==> src/rtl/rqtp_pkg.sv <==
// shared types and constants for the ring queue with tail pop
// no dependencies; imported by the controller, datapath and top level
package rqtp_pkg;

  // operation selector carried by each input beat
  typedef enum logic [1:0] {
    FUNC_ENQ      = 2'd0,
    FUNC_POP_HEAD = 2'd1,
    FUNC_POP_TAIL = 2'd2,
    FUNC_CLEAR    = 2'd3
  } func_t;

  typedef enum logic [1:0] {
    ST_IDLE = 2'd0,
    ST_READ = 2'd1,
    ST_RESP = 2'd2
  } state_t;

  // controller to datapath commands
  typedef struct packed {
    logic exec;   // perform the operation of the beat taken this cycle
    logic rd_en;  // latch head and tail entries from the store
  } cmd_t;

  localparam int          CAP_BITS   = 5;
  localparam int          SLOT_BITS  = 4;
  localparam logic [4:0]  CAP_RESET  = 5'd16;
  localparam int          CAP_LIMIT  = 31;

endpackage

==> src/rtl/rqtp_ctrl.sv <==
// sequencer for the ring queue: take a beat, read back head and tail, present result
// depends on rqtp_pkg
module rqtp_ctrl
  import rqtp_pkg::*;
(
  input  logic clk,
  input  logic rst,
  input  logic in_valid,
  output logic in_stall,
  output logic out_valid,
  input  logic out_stall,
  output cmd_t cmd
);

  state_t state;
  state_t state_next;

  always_ff @(posedge clk) begin
    if (rst) begin
      state <= ST_IDLE;
    end else begin
      state <= state_next;
    end
  end

  always_comb begin
    state_next = state;
    unique case (state)
      ST_IDLE: begin
        if (in_valid) state_next = ST_READ;
      end
      ST_READ: begin
        state_next = ST_RESP;
      end
      ST_RESP: begin
        if (!out_stall) state_next = ST_IDLE;
      end
      default: begin
        state_next = ST_IDLE;
      end
    endcase
  end

  always_comb begin
    in_stall  = (state != ST_IDLE);
    out_valid = (state == ST_RESP);
    cmd.exec  = (state == ST_IDLE) && in_valid;
    cmd.rd_en = (state == ST_READ);
  end

`ifndef NO_ASSERTIONS
  a_exec_then_read: assert property (@(posedge clk) disable iff (rst)
    cmd.exec |=> cmd.rd_en)
    else $error("operation not followed by read-back");
  a_read_then_resp: assert property (@(posedge clk) disable iff (rst)
    cmd.rd_en |=> out_valid)
    else $error("read-back not followed by result");
  a_one_in_flight: assert property (@(posedge clk) disable iff (rst)
    (out_valid || cmd.rd_en) |-> in_stall)
    else $error("input open while an item is in flight");
`endif

endmodule

==> src/rtl/rqtp_dpath.sv <==
// datapath of the ring queue: pointers, count, entry store and result registers
// depends on rqtp_pkg; driven by rqtp_ctrl commands
module rqtp_dpath
  import rqtp_pkg::*;
#(
  parameter int DEPTH      = 16,
  parameter int DATA_WIDTH = 32
) (
  input  logic                  clk,
  input  logic                  rst,
  input  cmd_t                  cmd,
  input  logic                  cfg_wr_en,
  input  logic [CAP_BITS-1:0]   cfg_wr_data,
  input  logic [1:0]            func,
  input  logic signed [31:0]    key,
  input  logic [31:0]           payload,
  output logic                  accepted,
  output logic [SLOT_BITS-1:0]  written_slot,
  output logic [CAP_BITS-1:0]   count,
  output logic signed [31:0]    head_key,
  output logic [31:0]           head_payload,
  output logic signed [31:0]    tail_key,
  output logic [31:0]           tail_payload
);

  localparam int IW      = $clog2(DEPTH);
  localparam int PW      = (IW < CAP_BITS) ? IW : CAP_BITS;
  localparam int SW      = (DATA_WIDTH < 32) ? DATA_WIDTH : 32;
  localparam int EW      = 32 + SW;
  localparam int CAP_MAX = (DEPTH < CAP_LIMIT) ? DEPTH : CAP_LIMIT;
  localparam logic [CAP_BITS-1:0] CAP_RST =
    (CAP_MAX < int'(CAP_RESET)) ? CAP_BITS'(CAP_MAX) : CAP_RESET;

  logic [EW-1:0] store [DEPTH];

  logic [PW-1:0]       head;
  logic [PW-1:0]       tail;
  logic [CAP_BITS-1:0] cnt;
  logic [CAP_BITS-1:0] cap;

  logic [PW-1:0]       head_next;
  logic [PW-1:0]       tail_next;
  logic [CAP_BITS-1:0] cnt_next;
  logic                acc_next;
  logic [CAP_BITS-1:0] cap_in;
  logic                wr_en;
  logic [EW-1:0]       wr_data;

  logic [CAP_BITS-1:0] head_inc;
  logic [CAP_BITS-1:0] tail_inc;
  logic [CAP_BITS-1:0] tail_fwd;
  logic [CAP_BITS-1:0] tail_back;

  logic [EW-1:0] head_q;
  logic [EW-1:0] tail_q;
  logic          acc_q;
  logic [SLOT_BITS-1:0] slot_q;

  // clamp written capacity into 1..min(DEPTH, 31)
  always_comb begin
    if (cfg_wr_data == '0) begin
      cap_in = CAP_BITS'(1);
    end else if (cfg_wr_data > CAP_BITS'(CAP_MAX)) begin
      cap_in = CAP_BITS'(CAP_MAX);
    end else begin
      cap_in = cfg_wr_data;
    end
  end

  always_comb begin
    head_inc  = CAP_BITS'(head) + CAP_BITS'(1);
    tail_inc  = CAP_BITS'(tail) + CAP_BITS'(1);
    tail_fwd  = (tail_inc >= cap) ? '0 : tail_inc;
    tail_back = (tail == '0) ? (cap - CAP_BITS'(1)) : (CAP_BITS'(tail) - CAP_BITS'(1));
    wr_data   = {key, payload[SW-1:0]};

    head_next = head;
    tail_next = tail;
    cnt_next  = cnt;
    acc_next  = 1'b0;
    wr_en     = 1'b0;
    unique case (func_t'(func))
      FUNC_ENQ: begin
        if (cnt < cap) begin
          tail_next = PW'(tail_fwd);
          cnt_next  = cnt + CAP_BITS'(1);
          acc_next  = 1'b1;
          wr_en     = 1'b1;
        end
      end
      FUNC_POP_HEAD: begin
        if (cnt != '0) begin
          head_next = (head_inc >= cap) ? '0 : PW'(head_inc);
          cnt_next  = cnt - CAP_BITS'(1);
          acc_next  = 1'b1;
        end
      end
      FUNC_POP_TAIL: begin
        if (cnt != '0) begin
          tail_next = PW'(tail_back);
          cnt_next  = cnt - CAP_BITS'(1);
          acc_next  = 1'b1;
        end
      end
      FUNC_CLEAR: begin
        head_next = '0;
        tail_next = PW'(cap - CAP_BITS'(1));
        cnt_next  = '0;
        acc_next  = 1'b1;
      end
      default: begin
        acc_next = 1'b0;
      end
    endcase
  end

  always_ff @(posedge clk) begin
    if (rst) begin
      cap  <= CAP_RST;
      head <= '0;
      tail <= PW'(CAP_RST - CAP_BITS'(1));
      cnt  <= '0;
    end else if (cfg_wr_en) begin
      // a capacity write empties the queue
      cap  <= cap_in;
      head <= '0;
      tail <= PW'(cap_in - CAP_BITS'(1));
      cnt  <= '0;
    end else if (cmd.exec) begin
      head <= head_next;
      tail <= tail_next;
      cnt  <= cnt_next;
    end
  end

  always_ff @(posedge clk) begin
    if (cmd.exec) begin
      acc_q  <= acc_next;
      slot_q <= wr_en ? SLOT_BITS'(tail_fwd) : '0;
    end
  end

  // entry store: one write port, two registered read ports
  always_ff @(posedge clk) begin
    if (cmd.exec && wr_en && !cfg_wr_en) begin
      store[IW'(tail_fwd)] <= wr_data;
    end
  end

  always_ff @(posedge clk) begin
    if (cmd.rd_en) begin
      head_q <= store[IW'(head)];
      tail_q <= store[IW'(tail)];
    end
  end

  always_comb begin
    accepted     = acc_q;
    written_slot = slot_q;
    count        = cnt;
    if (cnt == '0) begin
      head_key     = '0;
      head_payload = '0;
      tail_key     = '0;
      tail_payload = '0;
    end else begin
      head_key     = head_q[EW-1 -: 32];
      head_payload = 32'(head_q[SW-1:0]);
      tail_key     = tail_q[EW-1 -: 32];
      tail_payload = 32'(tail_q[SW-1:0]);
    end
  end

`ifndef NO_ASSERTIONS
  a_count_bound: assert property (@(posedge clk) disable iff (rst)
    cnt <= cap)
    else $error("count above capacity");
  a_ptr_bound: assert property (@(posedge clk) disable iff (rst)
    (CAP_BITS'(head) < cap) && (CAP_BITS'(tail) < cap))
    else $error("pointer outside capacity");
  a_cfg_clears: assert property (@(posedge clk) disable iff (rst)
    cfg_wr_en |=> (cnt == '0) && (head == '0))
    else $error("capacity write did not empty the queue");
`endif

endmodule

==> src/rtl/ring_queue_with_tail_pop_unit.sv <==
// ring queue with enqueue, head pop, tail pop and clear; one operation per beat
// a beat is taken in the idle state, head and tail are read back in the read state, and the
// result is held in the response state while out_stall is high; no new beat until it is taken
// reset: head and count cleared, tail at capacity minus one, capacity 16 (clamped to DEPTH);
// store not cleared
// depends on rqtp_pkg, rqtp_ctrl, rqtp_dpath
module ring_queue_with_tail_pop_unit
  import rqtp_pkg::*;
#(
  parameter int DEPTH      = 16,
  parameter int DATA_WIDTH = 32
) (
  input  logic                  clk,
  input  logic                  rst,
  input  logic                  cfg_wr_en,
  input  logic [CAP_BITS-1:0]   cfg_wr_data,
  input  logic                  in_valid,
  output logic                  in_stall,
  input  logic [1:0]            func,
  input  logic signed [31:0]    key,
  input  logic [31:0]           payload,
  output logic                  out_valid,
  input  logic                  out_stall,
  output logic                  accepted,
  output logic [SLOT_BITS-1:0]  written_slot,
  output logic [CAP_BITS-1:0]   count,
  output logic signed [31:0]    head_key,
  output logic [31:0]           head_payload,
  output logic signed [31:0]    tail_key,
  output logic [31:0]           tail_payload
);

  cmd_t cmd;

  rqtp_ctrl u_ctrl (
    .clk       (clk),
    .rst       (rst),
    .in_valid  (in_valid),
    .in_stall  (in_stall),
    .out_valid (out_valid),
    .out_stall (out_stall),
    .cmd       (cmd)
  );

  rqtp_dpath #(
    .DEPTH      (DEPTH),
    .DATA_WIDTH (DATA_WIDTH)
  ) u_dpath (
    .clk          (clk),
    .rst          (rst),
    .cmd          (cmd),
    .cfg_wr_en    (cfg_wr_en),
    .cfg_wr_data  (cfg_wr_data),
    .func         (func),
    .key          (key),
    .payload      (payload),
    .accepted     (accepted),
    .written_slot (written_slot),
    .count        (count),
    .head_key     (head_key),
    .head_payload (head_payload),
    .tail_key     (tail_key),
    .tail_payload (tail_payload)
  );

endmodule

==> config.mk <==
export PLATFORM = sky130hd
export DESIGN_NAME = ring_queue_with_tail_pop_unit
export DESIGN_NICKNAME = d
export VERILOG_FILES = /design/src/rtl/rqtp_pkg.sv /design/src/rtl/rqtp_ctrl.sv /design/src/rtl/rqtp_dpath.sv /design/src/rtl/ring_queue_with_tail_pop_unit.sv
export SDC_FILE = /design/constraint.sdc
export NUM_CORES = 2
export LEC_CHECK = 0
export ABC_AREA = 1
export BUFFER_PORTS_ARGS = -buffer_cell sky130_fd_sc_hd__buf_4
export CAP_MARGIN = 15
export CELL_PAD_IN_SITES_DETAIL_PLACEMENT = 0
export CELL_PAD_IN_SITES_GLOBAL_PLACEMENT = 1
export CORE_ASPECT_RATIO = 1.1
export CORE_MARGIN = 2
export CORE_UTILIZATION = 45
export DETAILED_ROUTE_END_ITERATION = 6
export HOLD_SLACK_MARGIN = 0.03
export PLACE_DENSITY_LB_ADDON = 0.25
export SYNTH_ARGS = -nofsm -noshare
export SYNTH_HDL_FRONTEND = slang
export SYNTH_SLANG_ARGS = --single-unit
==> constraint.sdc <==
create_clock -name clk -period 6.5 [get_ports clk]
set_clock_uncertainty 0.15 [all_clocks]
set_input_delay 0.65 -clock clk [delete_from_list [all_inputs] [get_ports clk]]
set_output_delay 0.65 -clock clk [all_outputs]
set_load 0.02 [all_outputs]
---- Word level (Yosys, flattened, before mapping) ----
Memory sizes are Yosys's and may differ from the RTL's. A register that Yosys moved wholly into a read port is not among the register bits.
Index checks and enable logic that the tools add are counted.
word-level totals
  bits in registers ....................... 25
  memory bits (writable) .................. 1024
  input port bits ......................... 76
  output and inout port bits .............. 140
  logic and storage cells ................. 79
  memories kept ........................... 1
memory list
  name           depth  bits a word  read ports  clocked after memory_dff  wr ports  line              text
  u_dpath.store  16     64           2           2                         1         rqtp_dpath.sv:34  logic [EW-1:0] store [DEPTH];
operators by class
  add/sub/neg operators ................... 7
  magnitude comparators ................... 4
  equal/unequal tests ..................... 12
  multiplexer cells ....................... 28
  reductions and logical operators ........ 20
operator list
  operator               number
  $mux W32               4
  $mux W4                8
  $mux W5                4
  $pmux W5 S3            1
  $pmux W4 S3            1
  $sub A4 B1 Y4 const B  3
  $add A4 B1 Y5 const B  2
  $ge A5 B5 Y1           2
  $logic_not A5 Y1       2
  $pmux W4 S2            1
  $eq A2 B2 Y1 const B   3
  $ne A2 B1 Y1 const B   3
  $ne A3 B2 Y1 const B   2
  $pmux W2 S3            1
  $reduce_and A3 Y1      2
  $reduce_bool A2 Y1     3
  $add A5 B1 Y5 const B  1
  $gt A5 B5 Y1 const B   1
  $lt A5 B5 Y1           1
  $mux W1                5
  $reduce_bool A5 Y1     1
  $sub A5 B1 Y5 const B  1
  $eq A2 B1 Y1 const B   2
  $logic_not A2 Y1       2
  other kinds (10)       15

---- Logic depth before layout (Yosys ltp) ----
  word-level depth ........................ 7
  gate-level depth with buffers ........... 17

---- Modules after synthesis ----
A second synthesis with hierarchy kept.
second synthesis, totals
  cell total of the unflattened synthesis .. 5579
  area, all modules ....................... 55919.9 um2
by module, submodules not included
  module      times used  cells each  area an instance (um2)  seq. area each (um2)
  rqtp_dpath  1           5565        55808.5                 35103.7
  rqtp_ctrl   1           14          111.4                   40.0

---- Worst setup path after synthesis ----
OpenSTA, ideal clock, no wires.
  path kind ............................... register to register
  start ................................... register u_ctrl.state[0]
  end ..................................... register u_dpath.head_q[0], read port of u_dpath.store, enable pin
  data arrival time ....................... 5751 ps
  required time ........................... 5730 ps
  slack ................................... -20 ps
  cell stages (with the launch flop) ...... 3
  buffers on the path ..................... 0
  period minus slack after synthesis ...... 6520 ps
  path through ............................ dfxtp_1 inv_1 nor2_1
on the way
  word-level cells in the longest chain between the ends .. 1
RTL lines
  element                   line              text
  start: declaration        rqtp_ctrl.sv:15   state_t state;
  start signal: assignment  rqtp_ctrl.sv:22   state <= state_next;
  $eq A2 B1 Y1              rqtp_ctrl.sv:48   cmd.rd_en = (state == ST_READ);
  end: declaration          rqtp_dpath.sv:54  logic [EW-1:0] head_q;
Every way passes these cells.
A chain may end at the register's enable or synchronous reset.

---- Worst setup path in the final report ----
  start ................................... register u_dpath.tail[0]
  end ..................................... memory u_dpath.store[3][33] in the netlist's numbering, enable pin
on the way
  word-level cells in the longest chain between the ends .. 3
RTL lines
  element                   line               text
  start: declaration        rqtp_dpath.sv:37   logic [PW-1:0] tail;
  start signal: assignment  rqtp_dpath.sv:121  tail <= PW'(CAP_RST - CAP_BITS'(1));
  start signal: assignment  rqtp_dpath.sv:127  tail <= PW'(cap_in - CAP_BITS'(1));
  start signal: assignment  rqtp_dpath.sv:131  tail <= tail_next;
  $add A4 B1 Y5 (*)         rqtp_dpath.sv:72   tail_inc = CAP_BITS'(tail) + CAP_BITS'(1);
  $ge A5 B5 Y1              rqtp_dpath.sv:73   tail_fwd = (tail_inc >= cap) ? '0 : tail_inc;
  $mux W4 (*)               rqtp_dpath.sv:73
  end: declaration          rqtp_dpath.sv:34
Every way passes the cells marked *; elsewhere a longest branch is shown, timed or not.

==> results.sh <==
export IMPL_period_minus_slack_ns=4.71
export IMPL_floorplan_initialDensity_pct=45.3
export IMPL_synth_edf_count=1157
export IMPL_clock_latency_ns=0.77
export IMPL_ios=216
export IMPL_r2r_slack_ns=1.79
export IMPL_reg2reg_depth=10
export IMPL_synth_top_flop_cell="edfxtp_1"
export IMPL_firstDrtPassIters=6
export IMPL_worstReg2RegStart="u_dpath.tail[0]"
export IMPL_ant_nets=0
export IMPL_synthCells=5521
export IMPL_clk_path_buf_depth=3
export IMPL_cts_tree="done"
export IMPL_ys_ff_latch=1177
export IMPL_wl_met1_mm=71.8
export IMPL_routed_top_layer="met5"
export IMPL_power_switching_w=0.00461
export IMPL_async_reset_ff_share_pct=0
export IMPL_pwr_share_seq_pct=48.8
export IMPL_hold_start="payload[31]"
export IMPL_r2r_end="u_dpath.store[3][33]"
export IMPL_final_core_util_pct=50.9
export IMPL_critPathRequiredTime_ns=6.76
export IMPL_irDropWorstVdd_v=0.000252
export IMPL_synth_compound_area_share_pct=18.9
export IMPL_worst_hold_path_endpoint="u_dpath.store[1][31]"
export IMPL_grt_max_degree=231
export IMPL_yosys_area_share_simple_pct=10.6
export IMPL_worst_pin_slew_ns=1.16
export IMPL_wl_met2_mm=83.4
export IMPL_final_hold_viol_count=0
export IMPL_synth_xor_area_share_pct=0.110
export IMPL_dp_hpwl_mm=90.7
export IMPL_clk_pin_slew_ns=0.06
export IMPL_syn_avg_cell_area_um2=10.1
export IMPL_fin_nets=5644
export IMPL_path_max_fanout=82
export IMPL_cellLeakagePower_nw=22.6
export IMPL_layout_commonest_cell="edfxtp_1"
export IMPL_num_antenna_cells=0
export IMPL_layout_common_cells="1157 x edfxtp_1, 924 x o21ai_0, 794 x nand2_1"
export IMPL_clkPwrFrac_pct=39.3
export IMPL_grt_antenna_before_repair=1
export IMPL_final_area_um2=62700
export IMPL_syn2layout_area_growth_pct=12.4
export IMPL_ys_warn_count=0
export IMPL_crit_type="reg -> reg"
export IMPL_grt_setup_unrepaired="false"
export IMPL_outcome="finished clean"
export IMPL_yosysUniqueCellTypes=37
export IMPL_cellPowerDensity_nw_per_um2=280
export IMPL_track_usage_pct=26.8
export IMPL_dieWidth_um=340
export IMPL_comb_power_share_pct=12.0
export IMPL_placed_cells=7028
export IMPL_ys_seq_area_share_pct=63.0
export IMPL_core_area_um2=123000
export IMPL_finalMaxSlewViolations=0
export IMPL_holdCritPathClass="in -> reg"
export IMPL_maxSlewHeadroom_pct=22.7
export IMPL_p_int_w=0.0129
export IMPL_cts_resized=0
export IMPL_io_buffer_count=215
export IMPL_dieArea_um2=127000
export IMPL_grt_ovfl_total=0
export IMPL_drive_above_1_share_pct=8.93
export IMPL_cp_end_kind="register"
export IMPL_drt_initial_drc_count=4831
export IMPL_min_path_cells=1
export IMPL_wl_met3_mm=12.9
export IMPL_worstPathArrival_ns=4.97
export IMPL_clkSinkCount=1177
export IMPL_synthAdderAreaFrac_pct=0.619
export IMPL_placed_area_um2=58500
export IMPL_synth_nets=5624
export IMPL_cts_made_buffers=121
export IMPL_setup_viol=0
export IMPL_postRouteWirelength_mm=174
export IMPL_vias=42892
export IMPL_route_detailed_drc=0
export IMPL_final_setup_tns_ns=0
export IMPL_maxCapViolations=0
export IMPL_netSwitchingFraction_pct=26.2
export IMPL_vias_per_cell=5.88
export IMPL_synth_top_family_by_area="compound AO/OA/AOI/OAI gates"
export IMPL_wl_per_cell_um=23.8
export IMPL_root_buffer="clkbuf_16"
export IMPL_max_freq_ghz=0.212
export IMPL_syn_area_um2=55800
export IMPL_grt_pass1_vias=40708
export IMPL_fin_cells=7290
export IMPL_die_y_um=373
export IMPL_start_kind="register"
export IMPL_fin_crit_sh_pct=72.5
export IMPL_grt_first_pass_wirelength_mm=260
export IMPL_htree_levels=3
export IMPL_gp_congestion=0.803
export IMPL_power_w=0.0176
export IMPL_yosys_mux_area_fraction_pct=0
export IMPL_row_count=135
cell type report:
| class | count | area (um2) |
|---|---|---|
| clock buffer | 145 | 3160 |
| clock inverter | 83 | 727 |
| fill | 11006 | 60400 |
| inverter | 477 | 1830 |
| multi-input combinational | 3447 | 17000 |
| sequential | 1177 | 35200 |
| tap | 1644 | 2060 |
| timing repair buffer | 317 | 2750 |
sequential cells by signal, summed over array words and instances (netlist names), 2 cells and up:
signal                count
u_ctrl.state              2
u_dpath.store          1024
u_dpath.count             5
u_dpath.cap               5
u_dpath.head_q           64
u_dpath.tail_q           64
u_dpath.head              4
u_dpath.written_slot      4
u_dpath.tail              4
layer usage:
layer | vias to the layer above | global-route usage, %
met5 | - | 0
met4 | 2 | 9.10
met3 | 308 | 3.21
met2 | 1975 | 44.8
met1 | 20904 | 36.4
li1 | 19703 | -
critical path, cell delays in order, from the launching register on:
cell and delay (ns):
dfxtp_4 0.73, buf_4 0.75, ha_1 0.37, inv_1 0.05, nand2_1 0.04, nand2_1 0.08
nand2_1 0.15, nor2_1 0.25, nand3_1 0.35, nor2_4 0.96, buf_4 0.42
Yosys cell counts, types with 21 or more instances:
cell	instances	share of area, %
edfxtp_1	1157	62
o21ai_0	924	8.3
nand2_1	794	5.3
a21oi_1	588	5.3
inv_1	472	3.2
nor2_1	423	2.8
nand3_1	247	2.2
clkbuf_1	205	1.4
o211ai_1	137	1.8
buf_2	133	1.2
o21ai_1	93	0.83
a211oi_1	59	0.79
o2111ai_1	56	0.88
o22ai_1	45	0.50
buf_1	41	0.28
ha_1	26	0.58
o221ai_1	21	0.33
worst max-delay path by stage:
stage / startpoint / depth (start not counted) / endpoint / slack [ns]
2_1_floorplan: u_dpath.tail[2] / 13 / u_dpath.store[10][0] / 0.95
3_3_place_gp: u_dpath.tail[1] / 13 / u_dpath.store[6][27] / 1.84
3_5_place_dp: u_dpath.tail[0] / 10 / u_dpath.store[3][37] / 1.79
4_1_cts: u_dpath.tail[0] / 10 / u_dpath.store[3][33] / 1.75
5_1_grt: u_dpath.tail[0] / 10 / u_dpath.store[3][33] / 1.56
6_report: u_dpath.tail[0] / 10 / u_dpath.store[3][33] / 1.79
per-stage QoR:
step	hold WS [ns]	worst slack [ns]
5_1_grt	0.0660	1.56
3_3_place_gp	0.374	1.84
6_report	0.0677	1.79
3_5_place_dp	0.395	1.79
2_1_floorplan	0.337	0.952
4_1_cts	0.0300	1.75
cell families after synthesis:
kind of cell    count (synthesis)
compound gates               1930
xor+xnor                        7
simple gates                 1483
flops                        1177
buf+inv                       897
fa+ha+maj                      27
power groups by stage:
stage	clock network [W]	registers (W)	logic [W]
after global placement	0	0.00872	0.00208
after CTS	0.00698	0.00856	0.00210
after detailed placement	0	0.00872	0.00208
after global routing	0.00725	0.00856	0.00232
final	0.00689	0.00856	0.00210
after floorplan	0	0.00867	0.00128
repair_timing:
item                      4_1_cts  5_1_grt
setup buffers                   0        0
hold buffers                   33        0
hold endpoints to repair      371        0
Note: power is estimated with default switching activity, not from simulation.
